## config.mk

```make
export PLATFORM = sky130hd
export DESIGN_NAME = wmbs_ctrl
export DESIGN_NICKNAME = d
export VERILOG_FILES = /design/src/sv/wmbs_pkg.sv /design/src/sv/wmbs_ctrl.sv
export SDC_FILE = /design/constraint.sdc
export NUM_CORES = 1
export LEC_CHECK = 0
export BUFFER_PORTS_ARGS = -buffer_cell sky130_fd_sc_hd__buf_4
export CORE_AREA = 2 2 39 41
export CTS_BUF_LIST = sky130_fd_sc_hd__clkbuf_16
export DETAILED_ROUTE_END_ITERATION = 6
export DIE_AREA = 0 0 41 43
export SLEW_MARGIN = 40
export SYNTH_ARGS = -nofsm -noshare
export SYNTH_HDL_FRONTEND = slang
export SYNTH_SLANG_ARGS = --single-unit
```

## constraint.sdc

```tcl
create_clock -name clk -period 1.6 [get_ports clk]
set_input_delay 0 -clock clk [delete_from_list [all_inputs] [get_ports clk]]
set_output_delay 0 -clock clk [all_outputs]
set_load 0.03 [all_outputs]
```

## src/sv/wmbs_pkg.sv

```systemverilog
// Shared types and constants for the waveform median baseline block.
// Used by the controller, the datapath and the top level; no dependencies.
`default_nettype none
package wmbs_pkg;

    localparam int IN_SAMPLE_W  = 14;
    localparam int CHANNEL_W    = 10;
    localparam int LEVEL_W      = 15;
    localparam int TALLY_W      = 10;
    localparam logic [TALLY_W-1:0] TALLY_MAX = 10'd1023;
    localparam int S_TDATA_W    = 24;
    localparam int M_TDATA_W    = 56;

    // Commands from the controller to the datapath.
    typedef struct packed {
        logic accept;        // store the input beat
        logic init;          // set up rank and prefix, start the first bit pass
        logic start_bit;     // start the next bit pass
        logic commit_bit;    // decide the current bit
        logic start_final;   // start the neighbor pass
        logic commit_final;  // form the baseline
        logic load_out;      // load the result register, clear the waveform
    } dp_cmd_t;

    // Status from the datapath to the controller.
    typedef struct packed {
        logic scan_done;
        logic bits_done;
        logic out_free;
    } dp_stat_t;

endpackage
`default_nettype wire

```

## src/sv/wmbs_ctrl.sv

```systemverilog
// Controller for the waveform median baseline block: sequences collection,
// bitwise rank selection passes and result hand-off. Depends on wmbs_pkg.
`default_nettype none
module wmbs_ctrl (
    input  wire logic                clk,
    input  wire logic                rst_n,
    input  wire logic                in_valid,
    input  wire logic                in_last,
    output logic                     in_ready,
    input  wire wmbs_pkg::dp_stat_t  stat,
    output wmbs_pkg::dp_cmd_t        cmd
);
    import wmbs_pkg::*;

    typedef enum logic [2:0] {
        S_COLLECT,
        S_SCAN_BIT,
        S_NEXT,
        S_SCAN_FIN,
        S_DONE
    } state_t;

    state_t state_reg, state_next;

    always_comb
    begin
        state_next = state_reg;
        cmd        = '0;
        in_ready   = 1'b0;
        case (state_reg)
            S_COLLECT:
            begin
                in_ready   = 1'b1;
                cmd.accept = in_valid;
                if (in_valid && in_last)
                begin
                    cmd.init   = 1'b1;
                    state_next = S_SCAN_BIT;
                end
            end
            S_SCAN_BIT:
            begin
                if (stat.scan_done)
                begin
                    cmd.commit_bit = 1'b1;
                    state_next     = S_NEXT;
                end
            end
            S_NEXT:
            begin
                if (stat.bits_done)
                begin
                    cmd.start_final = 1'b1;
                    state_next      = S_SCAN_FIN;
                end
                else
                begin
                    cmd.start_bit = 1'b1;
                    state_next    = S_SCAN_BIT;
                end
            end
            S_SCAN_FIN:
            begin
                if (stat.scan_done)
                begin
                    cmd.commit_final = 1'b1;
                    state_next       = S_DONE;
                end
            end
            S_DONE:
            begin
                if (stat.out_free)
                begin
                    cmd.load_out = 1'b1;
                    state_next   = S_COLLECT;
                end
            end
            default:
            begin
                state_next = S_COLLECT;
            end
        endcase
    end

    always_ff @(posedge clk or negedge rst_n)
    begin
        if (!rst_n)
        begin
            state_reg <= S_COLLECT;
        end
        else
        begin
            state_reg <= state_next;
        end
    end

endmodule
`default_nettype wire

```

==> results.md <==
- M2 GR Usage: 0.0969
- Top Ports: 15
- R2R Setup Slk: 0.43 ns
- Setup repair bufs after CTS: 0
- Sequential share of the synthesized area: 0.370
- H-tree Lvls: 1
- Most area-consuming cells after synthesis: dfrtp_1 37%, nor3_1 7.4%, and3_1 6.2%
- Async SR Flop Fraction: 1.00
- Min-Delay Path Depth: 2
- Post-synth top area cell: dfrtp_1
- Reg-to-reg startpoint: state_reg[0]
- Clk_skew: 0.00156 ns
- Pins Over Slew Limit: 0
- Crit-path max FO: 7
- CTS root buffer: clkbuf_16
- Peak VDD IR: 1200 µV
- Total gr overflow: 0
- Synth-to-Final Area Change: 100%
- Synth Instances: 23
- CP top delay family: flip-flops
- DRC: 0
- GR peak layer: met2
- Final clock period utilization by the worst path: 0.809
- Synth Register Bits: 3
- Worst Reg-to-Reg Cells: 2
- Yosys warnings: 0
- CTS Buf Count: 3
- Total power: 912 µW
- Final setup vio count: 0
- Mapped Area: 203 µm²
- Hold Fails Final Rpt: 0
- Diode count: 0
- Syn Area/Cell: 8.81 µm²
- CP Launch Point: state_reg[1]
- Status: complete, no violations
- Share of the synthesized area in the top cell type: 0.370
- Via count: 230
- Filler cells: 147
- Largest net degree at the start of global routing: 11
- CP peak stage delay: 0.46 ns
- M3 GR Usage: 0.0314
- Met1 usage: 0.0962
- Port bufs: 14
- Ys flop type: dfrtp_1
- Initial cell density of the core: 0.146
- RSZ-0062 raised after global routing: false
- Critical path class: register to output pin
- Total GRT Usage: 0.0762
- Die X-Extent: 41 µm
- Syn Nets: 30
- DR WL/cell: 9.79 µm
- Pre-antenna DRT Iters: 4
- Dpl hpwl: 433 µm
- Least-Margin Pin Slew: 0.297 ns
- Drt first-iter violations: 3
- GPL Wtd Cong: 0.798
- Critical path depth: 3
- Total negative slack: 0 ns
- Std cell rows: 14
- Hold Crit Class: input port to register
- # clock sinks: 3
- Final wirelength: 548 µm
- Static Leakage: 0.197 nW
- Nets@finish: 48
- Die footprint: 0.00176 mm²
- Crit-path cells: inv_1, nor4b_1, buf_4
- Fin crit period: 1.29 ns
- Vias per inst: 4.11
- Number of synthesized flops with an enable pin: 0
- CORE AREA: 0.00138 mm²
- Min-delay src: stat[2]
- Fraction of layout cells with a size suffix above 1: 0.450
- CTS Buffer Depth: 2
- Dpl cell area: 317 µm²
- CP Launch Type: register
- Max reg flops: 3
- Slew margin rel.: 0.802
- Worst path required time: 1.60 ns
- Clock-pin slew on the worst setup and hold paths: 0.03 ns
- Critical path buffers and inverters: 2
- Endpoint class of the critical path: output pin
- Design Area, Final: 405 µm²
- Distinct cells, synth: 17
- Crit path DAT: 1.29 ns
- Highest Clock Rate: 773 MHz
- Vias in the first global route: 223
- Pwr dens: 2250 mW/mm²
- Maximum Capacitance Violations: 0
- TritonCTS clock tree: built
- ANT nets after route: 0
- Clk Latency, worst-skew pair: 0.22 ns
- Slowest-stage cell, CP: dfrtp_1
- First-pass GRT wire length: 876 µm
- Chip height: 43 µm
- Initial antenna violation count: 0
-- cell type report --
class | instances | area (µm²) | share of cell area
clock inverters | 1 | 3.75 | 0.00926
flip-flops and latches | 3 | 75.1 | 0.185
inverters | 1 | 3.75 | 0.00926
repair buffers | 15 | 115 | 0.284
multi-input cells | 17 | 113 | 0.278
well taps | 16 | 20.0 | 0.0494
clock buffers | 3 | 75.1 | 0.185
-- cell usage in the layout, fill, tap and decap left out --
cell type / instances
buf_4: 14
clkbuf_16: 3
dfrtp_1: 3
inv_1: 2
and3_1: 2
nand2_1: 2
nor3_1: 2
nor3_2: 1
nor4b_1: 1
nor2_1: 1
nor4_1: 1
and2_1: 1
or4b_1: 1
o31ai_1: 1
a221oi_1: 1
xnor2_1: 1
a21oi_1: 1
a211oi_1: 1
dlygate4sd3_1: 1
-- metal layers --
| layer | vias up | routed length [µm] |
|---|---|---|
| li1 | 119 | - |
| met3 | 0 | 37 |
| met2 | 8 | 248 |
| met5 | - | 0 |
| met1 | 103 | 263 |
| met4 | 0 | 0 |
-- cell families (layout without fill, tap and decap cells) --
kind of cell | count (synthesis) | in the layout | share of synthesized area
DFF | 3 | 3 | 0.370
xor gates and xnor gates | 1 | 1 | 0.0432
AOI/OAI and AO/OA | 4 | 4 | 0.142
buffers and inverters | 3 | 20 | 0.0987
and+or+nand+nor | 12 | 12 | 0.346
-- what timing repair did --
| item | 4_1_cts | 5_1_grt |
|---|---|---|
| gates resized for setup | 0 | 0 |
| hold endpoints to repair | 3 | 0 |
| hold buffers | 1 | 0 |
-- worst register-to-register path, stage by stage (launching register included) --
cell     delay, ns
dfrtp_1       0.46
or4b_1        0.54
o31ai_1       0.07
-- power by group --
part,internal [mW],switching (mW)
registers,0.111,0.0789
clock network,0.322,0.0606
logic,0.142,0.198
total,0.574,0.338
-- cells in the mapped netlist, types with 2 or more instances --
cell / n
nand2_1: 2
dfrtp_1: 3
and3_1: 2
nor3_1: 3
-- metrics by stage --
| step | hold slack (ns) | setup slack (ns) | util | std cells |
|---|---|---|---|---|
| global placement | -0.207 | 0.462 | 0.229 | 51 |
| global route | 0.0405 | 0.243 | 0.293 | 56 |
| floorplan | -0.296 | 0.0190 | - | 23 |
| finish | 0.00996 | 0.306 | 0.293 | 56 |
| detailed placement | -0.208 | 0.435 | 0.229 | 51 |
| CTS | 0.0154 | 0.274 | 0.293 | 56 |
-- worst paths after layout --
path | endpoint
worst min register to register | state_reg[1]
worst max-delay path | cmd[2]
min in group asynchronous | state_reg[2]
worst min-delay path | state_reg[0]
max in group asynchronous | state_reg[0]
worst max register to register | state_reg[2]
(Power assumes the default switching activity.)
